**config.mk**
```make
export PLATFORM = sky130hd
export DESIGN_NAME = backoff_interval_timer
export DESIGN_NICKNAME = d
export VERILOG_FILES = /design/src/rtl/boit_pkg.sv /design/src/rtl/backoff_interval_timer.sv /design/src/rtl/boit_mod_unit.sv
export SDC_FILE = /design/constraint.sdc
export NUM_CORES = 1
export LEC_CHECK = 0
export BUFFER_PORTS_ARGS = -buffer_cell sky130_fd_sc_hd__buf_2
export CAP_MARGIN = 40
export CELL_PAD_IN_SITES_DETAIL_PLACEMENT = 1
export CELL_PAD_IN_SITES_GLOBAL_PLACEMENT = 1
export CORE_MARGIN = 2
export CORE_UTILIZATION = 48
export DETAILED_ROUTE_END_ITERATION = 8
export PLACE_DENSITY_LB_ADDON = 0.1
export SLEW_MARGIN = 20
export SYNTH_ARGS = -nofsm -noshare
export SYNTH_HDL_FRONTEND = slang
export SYNTH_SLANG_ARGS = --single-unit
```
**constraint.sdc**
```tcl
create_clock -name clk -period 7.49 [get_ports clk]
set_input_delay 0.3745 -clock clk [delete_from_list [all_inputs] [get_ports clk]]
set_output_delay 0.3745 -clock clk [all_outputs]
set_load 0.005 [all_outputs]
```
**src/rtl/boit_pkg.sv**
```systemverilog
// Shared types and constants for the backoff interval timer.
// Used by boit_mod_unit and backoff_interval_timer; depends on nothing.
`default_nettype none

package boit_pkg;

	localparam int unsigned IntervalWidth = 24;
	localparam int unsigned TimeWidth     = 32;
	localparam int unsigned MarginWidth   = 16;
	localparam int unsigned ModeWidth     = 2;
	localparam int unsigned FuncWidth     = 2;
	localparam int unsigned CfgIdxWidth   = 2;
	localparam int unsigned InDataWidth   = 80;
	localparam int unsigned OutDataWidth  = 40;

	// timer_mode codes
	localparam logic [ModeWidth-1:0] MODE_FIXED  = 2'd0;
	localparam logic [ModeWidth-1:0] MODE_EXP    = 2'd1;
	localparam logic [ModeWidth-1:0] MODE_RANDOM = 2'd2;

	// func codes; anything else is a poll
	localparam logic [FuncWidth-1:0] FUNC_RESET = 2'd0;
	localparam logic [FuncWidth-1:0] FUNC_STEP  = 2'd1;
	localparam logic [FuncWidth-1:0] FUNC_POLL  = 2'd2;

	// configuration register indexes
	localparam logic [CfgIdxWidth-1:0] REG_MODE    = 2'd0;
	localparam logic [CfgIdxWidth-1:0] REG_INITIAL = 2'd1;
	localparam logic [CfgIdxWidth-1:0] REG_MAX     = 2'd2;

	// remainder unit status toward the sequencer
	typedef struct packed {
		logic                     busy;
		logic [IntervalWidth-1:0] remainder;
	} boit_div_rsp_t;

endpackage

`default_nettype wire

```
**src/rtl/backoff_interval_timer.sv**
```systemverilog
// Backoff interval timer top level: configuration registers, timer state,
// event sequencer and result register. Depends on boit_pkg and boit_mod_unit.
//
// Usage:
//   Write the timer mode (index 0), the starting interval (1) and the interval
//   cap (2) on the cfg port while the block is idle; cfg_ready is always high.
//   Events enter on s_axis: tuser carries func, tdata carries now_time,
//   random_word and margin. Every event gives exactly one item on m_axis
//   with next_fire_time, expired and running.
// Sequencing:
//   One event at a time. An event that needs a random interval (reset or
//   running step in random mode with max above initial) runs the bit-serial
//   remainder unit, one dividend bit per cycle, before the timer update; any
//   other event goes straight to the update. A new event is not taken until
//   the last one is through: s_axis_tready is high only while the sequencer is
//   idle, which it reenters at the clock edge that loads the result.
// Reset:
//   arst_n clears the timer (not running, interval 1, last fire 0), loads
//   the register defaults (fixed mode, initial 1, max 1) and drops any
//   pending result.
// Stall:
//   A result waiting on m_axis holds while m_axis_tready is low; the next
//   event is still accepted and is worked up to its result, then holds.
`default_nettype none

module backoff_interval_timer (
	input  wire logic                                clk,
	input  wire logic                                arst_n,
	// configuration write channel
	input  wire logic                                cfg_valid,
	output      logic                                cfg_ready,
	input  wire logic [boit_pkg::CfgIdxWidth-1:0]    cfg_index,
	input  wire logic [boit_pkg::IntervalWidth-1:0]  cfg_data,
	// event input
	input  wire logic                                s_axis_tvalid,
	output      logic                                s_axis_tready,
	// [31:0] now_time, [63:32] random_word, [79:64] margin
	input  wire logic [boit_pkg::InDataWidth-1:0]    s_axis_tdata,
	// [1:0] func
	input  wire logic [boit_pkg::FuncWidth-1:0]      s_axis_tuser,
	// result output
	output      logic                                m_axis_tvalid,
	input  wire logic                                m_axis_tready,
	// [31:0] next_fire_time, [32] expired, [33] running, [39:34] zero
	output      logic [boit_pkg::OutDataWidth-1:0]   m_axis_tdata
);
	import boit_pkg::*;

	localparam logic [1:0] ST_IDLE = 2'd0;
	localparam logic [1:0] ST_DIV  = 2'd1;
	localparam logic [1:0] ST_UPD  = 2'd2;
	localparam logic [1:0] ST_RES  = 2'd3;

	// configuration registers
	logic [ModeWidth-1:0]     mode_q;
	logic [IntervalWidth-1:0] initial_q;
	logic [IntervalWidth-1:0] max_q;

	// timer state
	logic                     running_q;
	logic [IntervalWidth-1:0] interval_q;
	logic [TimeWidth-1:0]     last_fire_q;

	// latched event
	logic [FuncWidth-1:0]     func_q;
	logic [TimeWidth-1:0]     now_q;
	logic [MarginWidth-1:0]   margin_q;
	logic                     step_idle_q;

	logic [1:0]               state_q;
	logic                     out_valid_q;
	logic [OutDataWidth-1:0]  out_data_q;

	logic [FuncWidth-1:0]     in_func;
	logic [TimeWidth-1:0]     in_now;
	logic [TimeWidth-1:0]     in_rnd;
	logic [MarginWidth-1:0]   in_margin;
	logic                     in_accept;
	logic                     span_ok;
	logic                     need_draw;
	logic [IntervalWidth-1:0] span;
	boit_div_rsp_t            div_rsp;

	logic [IntervalWidth-1:0] draw_val;
	logic [IntervalWidth:0]   doubled;
	logic [IntervalWidth-1:0] exp_val;
	logic [TimeWidth:0]       fire_sum;
	logic [TimeWidth+1:0]     threshold;
	logic                     expired;

	assign in_func   = s_axis_tuser;
	assign in_now    = s_axis_tdata[31:0];
	assign in_rnd    = s_axis_tdata[63:32];
	assign in_margin = s_axis_tdata[79:64];

	assign cfg_ready     = 1'b1;
	assign s_axis_tready = (state_q == ST_IDLE);
	assign in_accept     = s_axis_tvalid && s_axis_tready;

	// random draw only when the range is non-empty
	assign span_ok   = (max_q > initial_q);
	assign span      = max_q - initial_q;
	assign need_draw = span_ok && (mode_q == MODE_RANDOM) &&
		((in_func == FUNC_RESET) || ((in_func == FUNC_STEP) && running_q));

	boit_mod_unit u_mod (
		.clk      (clk),
		.arst_n   (arst_n),
		.start    (in_accept && need_draw),
		.dividend (in_rnd),
		.divisor  (span),
		.rsp      (div_rsp)
	);

	// candidate intervals; remainder is below span so the sum stays in range
	always_comb begin
		draw_val = span_ok ? (initial_q + div_rsp.remainder) : initial_q;
		doubled  = {interval_q, 1'b0};
		if (interval_q >= max_q) begin
			exp_val = interval_q;
		end else if (doubled > {1'b0, max_q}) begin
			exp_val = max_q;
		end else begin
			exp_val = doubled[IntervalWidth-1:0];
		end
	end

	// result: next fire wraps, the expiry threshold does not
	always_comb begin
		fire_sum  = {1'b0, last_fire_q} + {{(TimeWidth+1-IntervalWidth){1'b0}}, interval_q};
		threshold = {1'b0, fire_sum} + {{(TimeWidth+2-MarginWidth){1'b0}}, margin_q};
		expired   = ({2'b00, now_q} >= threshold);
	end

	// configuration writes; an index past the list is dropped
	always_ff @(posedge clk or negedge arst_n) begin
		if (!arst_n) begin
			mode_q    <= MODE_FIXED;
			initial_q <= IntervalWidth'(1);
			max_q     <= IntervalWidth'(1);
		end else if (cfg_valid && cfg_ready) begin
			case (cfg_index)
				REG_MODE:    mode_q    <= cfg_data[ModeWidth-1:0];
				REG_INITIAL: initial_q <= cfg_data;
				REG_MAX:     max_q     <= cfg_data;
				default: ;
			endcase
		end
	end

	// hold the event fields for the whole sequence
	always_ff @(posedge clk) begin
		if (in_accept) begin
			func_q   <= in_func;
			now_q    <= in_now;
			margin_q <= in_margin;
		end
	end

	// sequencer and timer state
	always_ff @(posedge clk or negedge arst_n) begin
		if (!arst_n) begin
			state_q     <= ST_IDLE;
			running_q   <= 1'b0;
			interval_q  <= IntervalWidth'(1);
			last_fire_q <= '0;
			step_idle_q <= 1'b0;
		end else begin
			case (state_q)
				ST_IDLE: begin
					if (in_accept) begin
						state_q <= need_draw ? ST_DIV : ST_UPD;
					end
				end
				ST_DIV: begin
					// wait for the remainder unit to finish
					if (!div_rsp.busy) begin
						state_q <= ST_UPD;
					end
				end
				ST_UPD: begin
					// a step before any reset changes nothing and reports no fire time
					step_idle_q <= (func_q == FUNC_STEP) && !running_q;
					case (func_q)
						FUNC_RESET: begin
							running_q   <= 1'b1;
							interval_q  <= (mode_q == MODE_RANDOM) ? draw_val : initial_q;
							last_fire_q <= now_q;
						end
						FUNC_STEP: begin
							if (running_q) begin
								// advance by the old interval, then pick the new one
								last_fire_q <= last_fire_q +
									{{(TimeWidth-IntervalWidth){1'b0}}, interval_q};
								case (mode_q)
									MODE_EXP:    interval_q <= exp_val;
									MODE_RANDOM: interval_q <= draw_val;
									default: ;
								endcase
							end
						end
						default: ;
					endcase
					state_q <= ST_RES;
				end
				ST_RES: begin
					if (!out_valid_q || m_axis_tready) begin
						state_q <= ST_IDLE;
					end
				end
				default: state_q <= ST_IDLE;
			endcase
		end
	end

	// result register
	always_ff @(posedge clk or negedge arst_n) begin
		if (!arst_n) begin
			out_valid_q <= 1'b0;
		end else if ((state_q == ST_RES) && (!out_valid_q || m_axis_tready)) begin
			out_valid_q <= 1'b1;
		end else if (m_axis_tready) begin
			out_valid_q <= 1'b0;
		end
	end

	always_ff @(posedge clk) begin
		if ((state_q == ST_RES) && (!out_valid_q || m_axis_tready)) begin
			out_data_q <= {{(OutDataWidth-TimeWidth-2){1'b0}}, running_q, expired,
				step_idle_q ? {TimeWidth{1'b0}} : fire_sum[TimeWidth-1:0]};
		end
	end

	assign m_axis_tvalid = out_valid_q;
	assign m_axis_tdata  = out_data_q;

endmodule

`default_nettype wire

```
**src/rtl/boit_mod_unit.sv**
```systemverilog
// Bit-serial remainder unit: dividend mod divisor, one dividend bit per cycle.
// Depends on boit_pkg.
`default_nettype none

module boit_mod_unit (
	input  wire logic                                clk,
	input  wire logic                                arst_n,
	input  wire logic                                start,
	input  wire logic [boit_pkg::TimeWidth-1:0]      dividend,
	input  wire logic [boit_pkg::IntervalWidth-1:0]  divisor,
	output boit_pkg::boit_div_rsp_t                  rsp
);
	import boit_pkg::*;

	localparam int unsigned CntWidth = $clog2(TimeWidth);

	logic                     busy_q;
	logic [CntWidth-1:0]      cnt_q;
	logic [TimeWidth-1:0]     dvd_q;
	logic [IntervalWidth-1:0] dsr_q;
	logic [IntervalWidth-1:0] rem_q;
	logic [IntervalWidth:0]   trial;
	logic [IntervalWidth:0]   diff;
	logic [IntervalWidth-1:0] rem_next;

	// shift in the next dividend bit, subtract when the divisor fits
	always_comb begin
		trial = {rem_q, dvd_q[TimeWidth-1]};
		diff  = trial - {1'b0, dsr_q};
		if (trial >= {1'b0, dsr_q}) begin
			rem_next = diff[IntervalWidth-1:0];
		end else begin
			rem_next = trial[IntervalWidth-1:0];
		end
	end

	always_ff @(posedge clk or negedge arst_n) begin
		if (!arst_n) begin
			busy_q <= 1'b0;
			cnt_q  <= '0;
		end else if (start) begin
			busy_q <= 1'b1;
			cnt_q  <= '0;
		end else if (busy_q) begin
			cnt_q <= cnt_q + 1'b1;
			if (cnt_q == CntWidth'(TimeWidth - 1)) begin
				busy_q <= 1'b0;
			end
		end
	end

	always_ff @(posedge clk) begin
		if (start) begin
			dvd_q <= dividend;
			dsr_q <= divisor;
			rem_q <= '0;
		end else if (busy_q) begin
			dvd_q <= {dvd_q[TimeWidth-2:0], 1'b0};
			rem_q <= rem_next;
		end
	end

	assign rsp.busy      = busy_q;
	assign rsp.remainder = rem_q;

endmodule

`default_nettype wire

```
==> results of run 1 <==
==> critical path, cell delays in order, from the launching register on <==
cell and delay, ps:
dfstp_2 380, ha_1 220, fa_1 440, a211oi_1 310, o21bai_1 150, a21oi_1 340, o21ai_0 200, a21o_1 200
a21oi_1 160, xnor2_1 200, ha_1 360, a21oi_1 220, o2111ai_1 170, a31oi_1 270, and4b_1 260, and3_1 240
nand4_1 150, nor2_1 80, xnor2_1 150, ha_1 310, nand4_1 180, nor3_1 200, o21ai_0 120, a21oi_1 140
o221ai_1 120, a32o_1 220, a21oi_1 110
==> final cells by class <==
type                       instances  area (µm²)
sequential                       281        7620
clock buffer                      49         991
timing repair buffer             222        1490
multi-input combinational       1493       10600
tap                              518         648
clock inverter                    13        81.3
fill                            4395       16900
inverter                         112         420
==> state kept, by name (all words and copies together), names as in the netlist <==
name / flops
last_fire_q: 32
margin_q: 16
func_q: 2
now_q: 32
u_mod.dsr_q: 24
running_q: 1
step_idle_q: 1
u_mod.cnt_q: 5
interval_q: 24
m_axis_tvalid: 1
u_mod.rem_q: 24
u_mod.busy_q: 1
mode_q: 2
u_mod.dvd_q: 32
initial_q: 24
max_q: 24
m_axis_tdata: 34
state_q: 2
==> power by group through the flow <==
stage                     sequential, mW  clock, mW  combinational (mW)
after global placement              2.73          0                6.77
after detailed placement            2.75          0                7.09
after CTS                           2.73       1.65                7.20
after floorplan                     2.57          0                5.18
after global routing                2.79       1.70                8.06
final                               2.73       1.61                7.23
==> metal layers <==
metal / GRT usage, % / part of all wire, % / up-vias
met4: 11.1 / 3.8 / 0
met1: 34.8 / 44 / 7666
met3: 3.05 / 2.9 / 102
met5: 0 / 0 / -
li1: - / - / 7487
met2: 49.4 / 50 / 259
==> stage by stage <==
step	setup slack, ps	hold slack [ps]	instances
2_1_floorplan	2270	78.9	1955
3_3_place_gp	1650	410	2571
3_5_place_dp	1450	435	2576
4_1_cts	1420	12.7	2687
5_1_grt	887	34.4	2688
6_report	1450	36.2	2688
==> repair_timing <==
item | in CTS | in global routing
endpoints found under the setup margin | 0 | 0
gates resized for setup | 0 | 0
hold endpoints to repair | 90 | 0
hold buffers | 49 | 0
==> path summary, 6_finish.rpt <==
kind / startpoint / end / slack [ps]
worst min-delay path: s_axis_tuser[0] / func_q[0] / 40
min in group asynchronous: arst_n / max_q[7] / 400
worst max register to register: interval_q[0] / m_axis_tdata[32] / 1450
worst min register to register: running_q / m_axis_tdata[33] / 490
worst max-delay path: interval_q[0] / m_axis_tdata[32] / 1450
max in group asynchronous: arst_n / max_q[17] / 5930
==> logic make-up after synthesis <==
family / after synthesis / share of synthesized area [%]
simple gates: 555 / 13.8
xor+xnor: 117 / 5.44
other cells: 2 / 0.0398
fa+ha+maj: 201 / 13.5
flops: 281 / 40.4
mux: 89 / 5.10
buf+inv: 181 / 3.80
compound gates: 524 / 17.8
==> placed cells by master (no fill, tap or decap), types with 23 or more instances in the layout <==
cell type      netlist  routed
clkbuf_16            0      37
nand4_1             24      24
nor2b_1             41      41
mux2_2              56      56
dfxtp_1             24      24
dfrtp_1            114     114
ha_1               196     196
nand2_1            227     227
xnor2_1             68      68
dlygate4sd3_1        0      49
nor3_1              25      25
o22ai_1             27      27
xor2_1              49      49
buf_2                7     148
o21ai_0            121     121
mux2i_1             33      33
inv_1              110     110
nor2_1             125     124
a211oi_1            28      28
nand2b_1            23      23
nand3_1             23      23
edfxtp_1           140     140
a21o_1              59      59
a21oi_1            138     137
==> flow_metrics.env, run 1 <==
export IMPL_start_kind="flip-flop"
export IMPL_fmax_ghz=0.166
export IMPL_total_power_mw=11.6
export IMPL_hold_path_class="in -> reg"
export IMPL_p_switching_mw=5.37
export IMPL_slew_violations=0
export IMPL_fin_area_um2=21800
export IMPL_vias=15500
export IMPL_finalCritPeriodShare_pct=80.7
export IMPL_via_per_inst=5.77
export IMPL_seqPwrFrac_pct=23.6
export IMPL_layout_nets=2459
export IMPL_antenna_cells=0
export IMPL_synthTopCellsByArea="edfxtp_1, dfrtp_1, ha_1, nand2_1, a21oi_1"
export IMPL_async_reset_ff_share_pct=41.6
export IMPL_place_area_um2=20200
export IMPL_overflow=0
export IMPL_ios=156
export IMPL_fin_crit_ps=6040
export IMPL_core_area_um2=38700
export IMPL_dpl_hpwl_um=41800
export IMPL_area_growth_pct=15.7
export IMPL_sw_frac_of_total_pct=46.4
export IMPL_avgSynthCellArea_um2=9.67
export IMPL_synth_edff_count=140
export IMPL_setup_viol=0
export IMPL_criticalPathCategory="reg -> reg"
export IMPL_finalClockSkew_ps=19.3
export IMPL_synthMostInstantiatedCell="nand2_1"
export IMPL_gp_congestion=0.929
export IMPL_clock_sinks=281
export IMPL_yosys_area_top_type="edfxtp_1"
export IMPL_clk_latency_ps=550
export IMPL_port_buffer_count=148
export IMPL_power_leakage_nw=9.76
export IMPL_cts_root_buf="clkbuf_16"
export IMPL_finalSetupTns_ps=0
export IMPL_final_hold_violation_count=0
export IMPL_htree_levels=2
export IMPL_avgRoutedWirePerCell_um=20.9
export IMPL_chipWidth_um=202
export IMPL_clk_pin_slew_ps=60
export IMPL_syn_inst=1950
export IMPL_hold_depth=1
export IMPL_status="complete, no violations"
export IMPL_syn_area_um2=18800
export IMPL_grt_pass1_vias=16900
export IMPL_cts_buffer_depth=3
export IMPL_start_util_pct=48.7
export IMPL_synth_warnings=0
export IMPL_yosysTopAreaCellShare_pct=22.3
export IMPL_yosysUniqueCellTypes=85
export IMPL_grt_pass1_wl_um=90500
export IMPL_arrival_ps=6440
export IMPL_drive_above_1_share_pct=14.0
export IMPL_drc=0
export IMPL_crit_path_end_kind="flip-flop"
export IMPL_cts_tree="built"
export IMPL_cp_max_fo=5
export IMPL_ir_drop_mv=0.373
export IMPL_ff2ff_path_depth=26
export IMPL_antenna_found_initial=0
export IMPL_synthFlopType="edfxtp_1"
export IMPL_crit_required_ps=7890
export IMPL_cts_buffers=35
export IMPL_drtPass1Iterations=6
export IMPL_cts_setup_buffers=0
export IMPL_drt_iter0_drc=688
export IMPL_rsz0062_at_grt="false"
export IMPL_yosysSeqAreaShare_pct=40.4
export IMPL_internal_power_mw=6.20
export IMPL_worst_slew_pin_slew_ps=883
export IMPL_grt_usage_pct=27.9
export IMPL_grt_max_degree=60
export IMPL_std_cell_rows=72
export IMPL_ys_top_cells_by_count="nand2_1, ha_1, edfxtp_1, a21oi_1, nor2_1"
export IMPL_dieArea_um2=40900
export IMPL_comb_power_share_pct=62.5
export IMPL_fin_util_pct=56.3
export IMPL_drt_total_wl_um=56200
export IMPL_maxCapViolCount=0
export IMPL_clkPwrFrac_pct=13.9
export IMPL_ys_ff_latch=281
export IMPL_max_slew_margin_pct=40.5
export IMPL_powerDensity_nw_per_um2=531
export IMPL_die_height_um=202
export IMPL_ant_nets=0
Note: power is estimated with default switching activity, not from simulation.
==> run 2, diff against run 1 <==
--- a/config.mk
+++ b/config.mk
@@ -10,7 +10,7 @@
 export CELL_PAD_IN_SITES_DETAIL_PLACEMENT = 1
 export CELL_PAD_IN_SITES_GLOBAL_PLACEMENT = 1
 export CORE_MARGIN = 2
-export CORE_UTILIZATION = 48
+export CORE_UTILIZATION = 43
 export DETAILED_ROUTE_END_ITERATION = 8
 export PLACE_DENSITY_LB_ADDON = 0.1
 export SLEW_MARGIN = 20
==> constraint.sdc (replaced) <==
create_clock -name clk -period 4.97 [get_ports clk]
set_input_delay 0.2485 -clock clk [delete_from_list [all_inputs] [get_ports clk]]
set_output_delay 0.2485 -clock clk [all_outputs]
set_load 0.005 [all_outputs]
==> run 2 against run 1 <==
The flow now finishes with violations (setup timing); sequential share of layout area fell by 2.8 points; global-route usage is 1.6 points lower; largest cell class unchanged; sequential power increased by 50%; critical path type unchanged.
==> flow_metrics.env, run 2 (same netlist as run 1, synthesis figures left out) <==
export IMPL_port_buffer_count=148
export IMPL_grt_max_degree=80
export IMPL_avgRoutedWirePerCell_um=20.2
export IMPL_cts_buffer_depth=3
export IMPL_crit_required_ps=5370
export IMPL_clk_pin_slew_ps=60
export IMPL_overflow=0
export IMPL_fmax_ghz=0.187
export IMPL_rsz0062_at_grt="true"
export IMPL_grt_usage_pct=26.3
export IMPL_start_kind="flip-flop"
export IMPL_route_top_layer_used="met4"
export IMPL_met3_length_um=1730
export IMPL_layout_nets=2645
export IMPL_crit_path_max_incr_delay_ps=390
export IMPL_dieArea_um2=45500
export IMPL_drc=0
export IMPL_final_hold_violation_count=0
export IMPL_area_growth_pct=25.6
export IMPL_drt_total_wl_um=59400
export IMPL_r2r_start="last_fire_q[0]"
export IMPL_fin_crit_ps=5360
export IMPL_timing_final_ws_setup_ps=-387
export IMPL_place_area_um2=21200
export IMPL_regArea_um2=7620
export IMPL_clock_sinks=281
export IMPL_drt_iter0_drc=674
export IMPL_drtPass1Iterations=5
export IMPL_final_common_cell="nand2_1"
export IMPL_cts_tree="built"
export IMPL_antenna_cells=0
export IMPL_criticalPathCategory="reg -> reg"
export IMPL_cts_buffers=36
export IMPL_via_per_inst=5.48
export IMPL_start_util_pct=43.7
export IMPL_critPathSlowestCell="dfrtp_1"
export IMPL_stdcell_count=2942
export IMPL_cts_root_buf="clkbuf_16"
export IMPL_power_leakage_nw=10.7
export IMPL_ios=156
export IMPL_antenna_found_initial=0
export IMPL_dpl_hpwl_um=43600
export IMPL_die_height_um=213
export IMPL_violations="setup timing"
export IMPL_grt_pass1_wl_um=93100
export IMPL_max_slew_margin_pct=37.2
export IMPL_arrival_ps=5750
export IMPL_chipWidth_um=213
export IMPL_wl_met2_um=29700
export IMPL_dp_cells=2757
export IMPL_finalCritPeriodShare_pct=108
export IMPL_fillCellCount=4912
export IMPL_met1_length_um=25800
export IMPL_fin_area_um2=23700
export IMPL_hold_path_class="in -> reg"
export IMPL_worstHoldStart="m_axis_tready"
export IMPL_ant_nets=0
export IMPL_cp_max_fo=4
export IMPL_htree_levels=2
export IMPL_clk_latency_ps=550
export IMPL_worst_slew_pin_slew_ps=933
export IMPL_ff2ff_path_depth=26
export IMPL_ir_drop_mv=0.626
export IMPL_setup_viol=1
export IMPL_largest_reg_flops=34
export IMPL_std_cell_rows=76
export IMPL_finalClockSkew_ps=20.4
export IMPL_multi_input_area_um2=10700
export IMPL_drive_above_1_share_pct=19.8
export IMPL_hold_end="m_axis_tvalid"
export IMPL_powerDensity_nw_per_um2=833
export IMPL_layout_common_cells="nand2_1, ha_1, buf_4"
export IMPL_gp_congestion=0.905
export IMPL_vias=16100
export IMPL_slew_violations=0
export IMPL_crit_path_end_kind="flip-flop"
export IMPL_core_area_um2=43200
export IMPL_status="finished with violations"
export IMPL_timing_rr_end="m_axis_tdata[32]"
export IMPL_grt_pass1_vias=17300
export IMPL_hold_depth=3
export IMPL_reg2reg_setup_slack_ps=-390
export IMPL_maxCapViolCount=0
[run 2: cell count changes in the layout (fill, tap and decap cells not counted), moves of 5 or more]
cell,before,now
a21oi_1,137,129
a21oi_2,0,8
buf_4,21,149
clkbuf_1,10,5
dlygate4sd3_1,49,107
[run 2: what timing repair did]
item	CTS	global route
setup endpoints to repair	1	1
pin swaps	27	21
resized for setup	19	13
hold buffers	107	0
cloned	0	0
buffers inserted	7	7
endpoints found under the hold margin	152	0
[run 2: layout make-up]
| class | instances | area share [%] |
|---|---|---|
| Clock inverter | 17 | 0.597 |
| Inverter | 112 | 1.78 |
| Tap cell | 585 | 3.09 |
| Sequential cell | 281 | 32.2 |
| Clock buffer | 47 | 4.33 |
| Multi-Input combinational cell | 1493 | 45.3 |
| Timing Repair Buffer | 407 | 12.7 |
[run 2: per-stage QoR]
stage / hold slack (ps) / worst slack [ps] / utilization, % / total power [mW] / TNS, ps
6_report: 41.4 / -387 / 54.8 / 19.7 / -387
5_1_grt: 67.7 / -679 / 54.8 / 21.4 / -679
4_1_cts: 15.7 / -406 / 54.6 / 19.5 / -406
3_5_place_dp: 181 / -551 / 49.1 / 16.4 / -551
3_3_place_gp: 179 / -391 / 49.0 / 16.0 / -391
2_1_floorplan: -47.1 / 9.25 / - / 11.8 / 0
[run 2: where the power goes]
group	total, mW	internal, mW	switching [mW]
clock	2.60	1.56	1.04
combinational	13.0	6.08	6.96
sequential	4.09	3.43	0.664
[run 2: worst max-delay path by stage]
| stage | start | endpoint | slack [ps] | cells past startpoint |
|---|---|---|---|---|
| finish | last_fire_q[0] | m_axis_tdata[32] | -390 | 26 |
| CTS | last_fire_q[0] | m_axis_tdata[32] | -410 | 26 |
| global placement | last_fire_q[0] | m_axis_tdata[32] | -390 | 25 |
| detailed placement | interval_q[0] | m_axis_tdata[32] | -550 | 26 |
| floorplan | interval_q[0] | m_axis_tdata[32] | 9 | 25 |
| global route | interval_q[1] | m_axis_tdata[32] | -680 | 26 |
[run 2: routing by layer]
layer | vias to the layer above | track usage, %
met1 | 7917 | 32.6
li1 | 7854 | -
met5 | - | 0
met3 | 100 | 2.97
met2 | 259 | 47.2
met4 | 0 | 9.46
[run 2: critical path, delay by kind of cell, from the launching register on]
kind                       cells  cell delay [ps]
xor gates and xnor gates       2              200
adders and majority gates      4             1200
AOI/OAI and AO/OA             13             1950
DFF                            1              390
and+or+nand+nor                7             1470
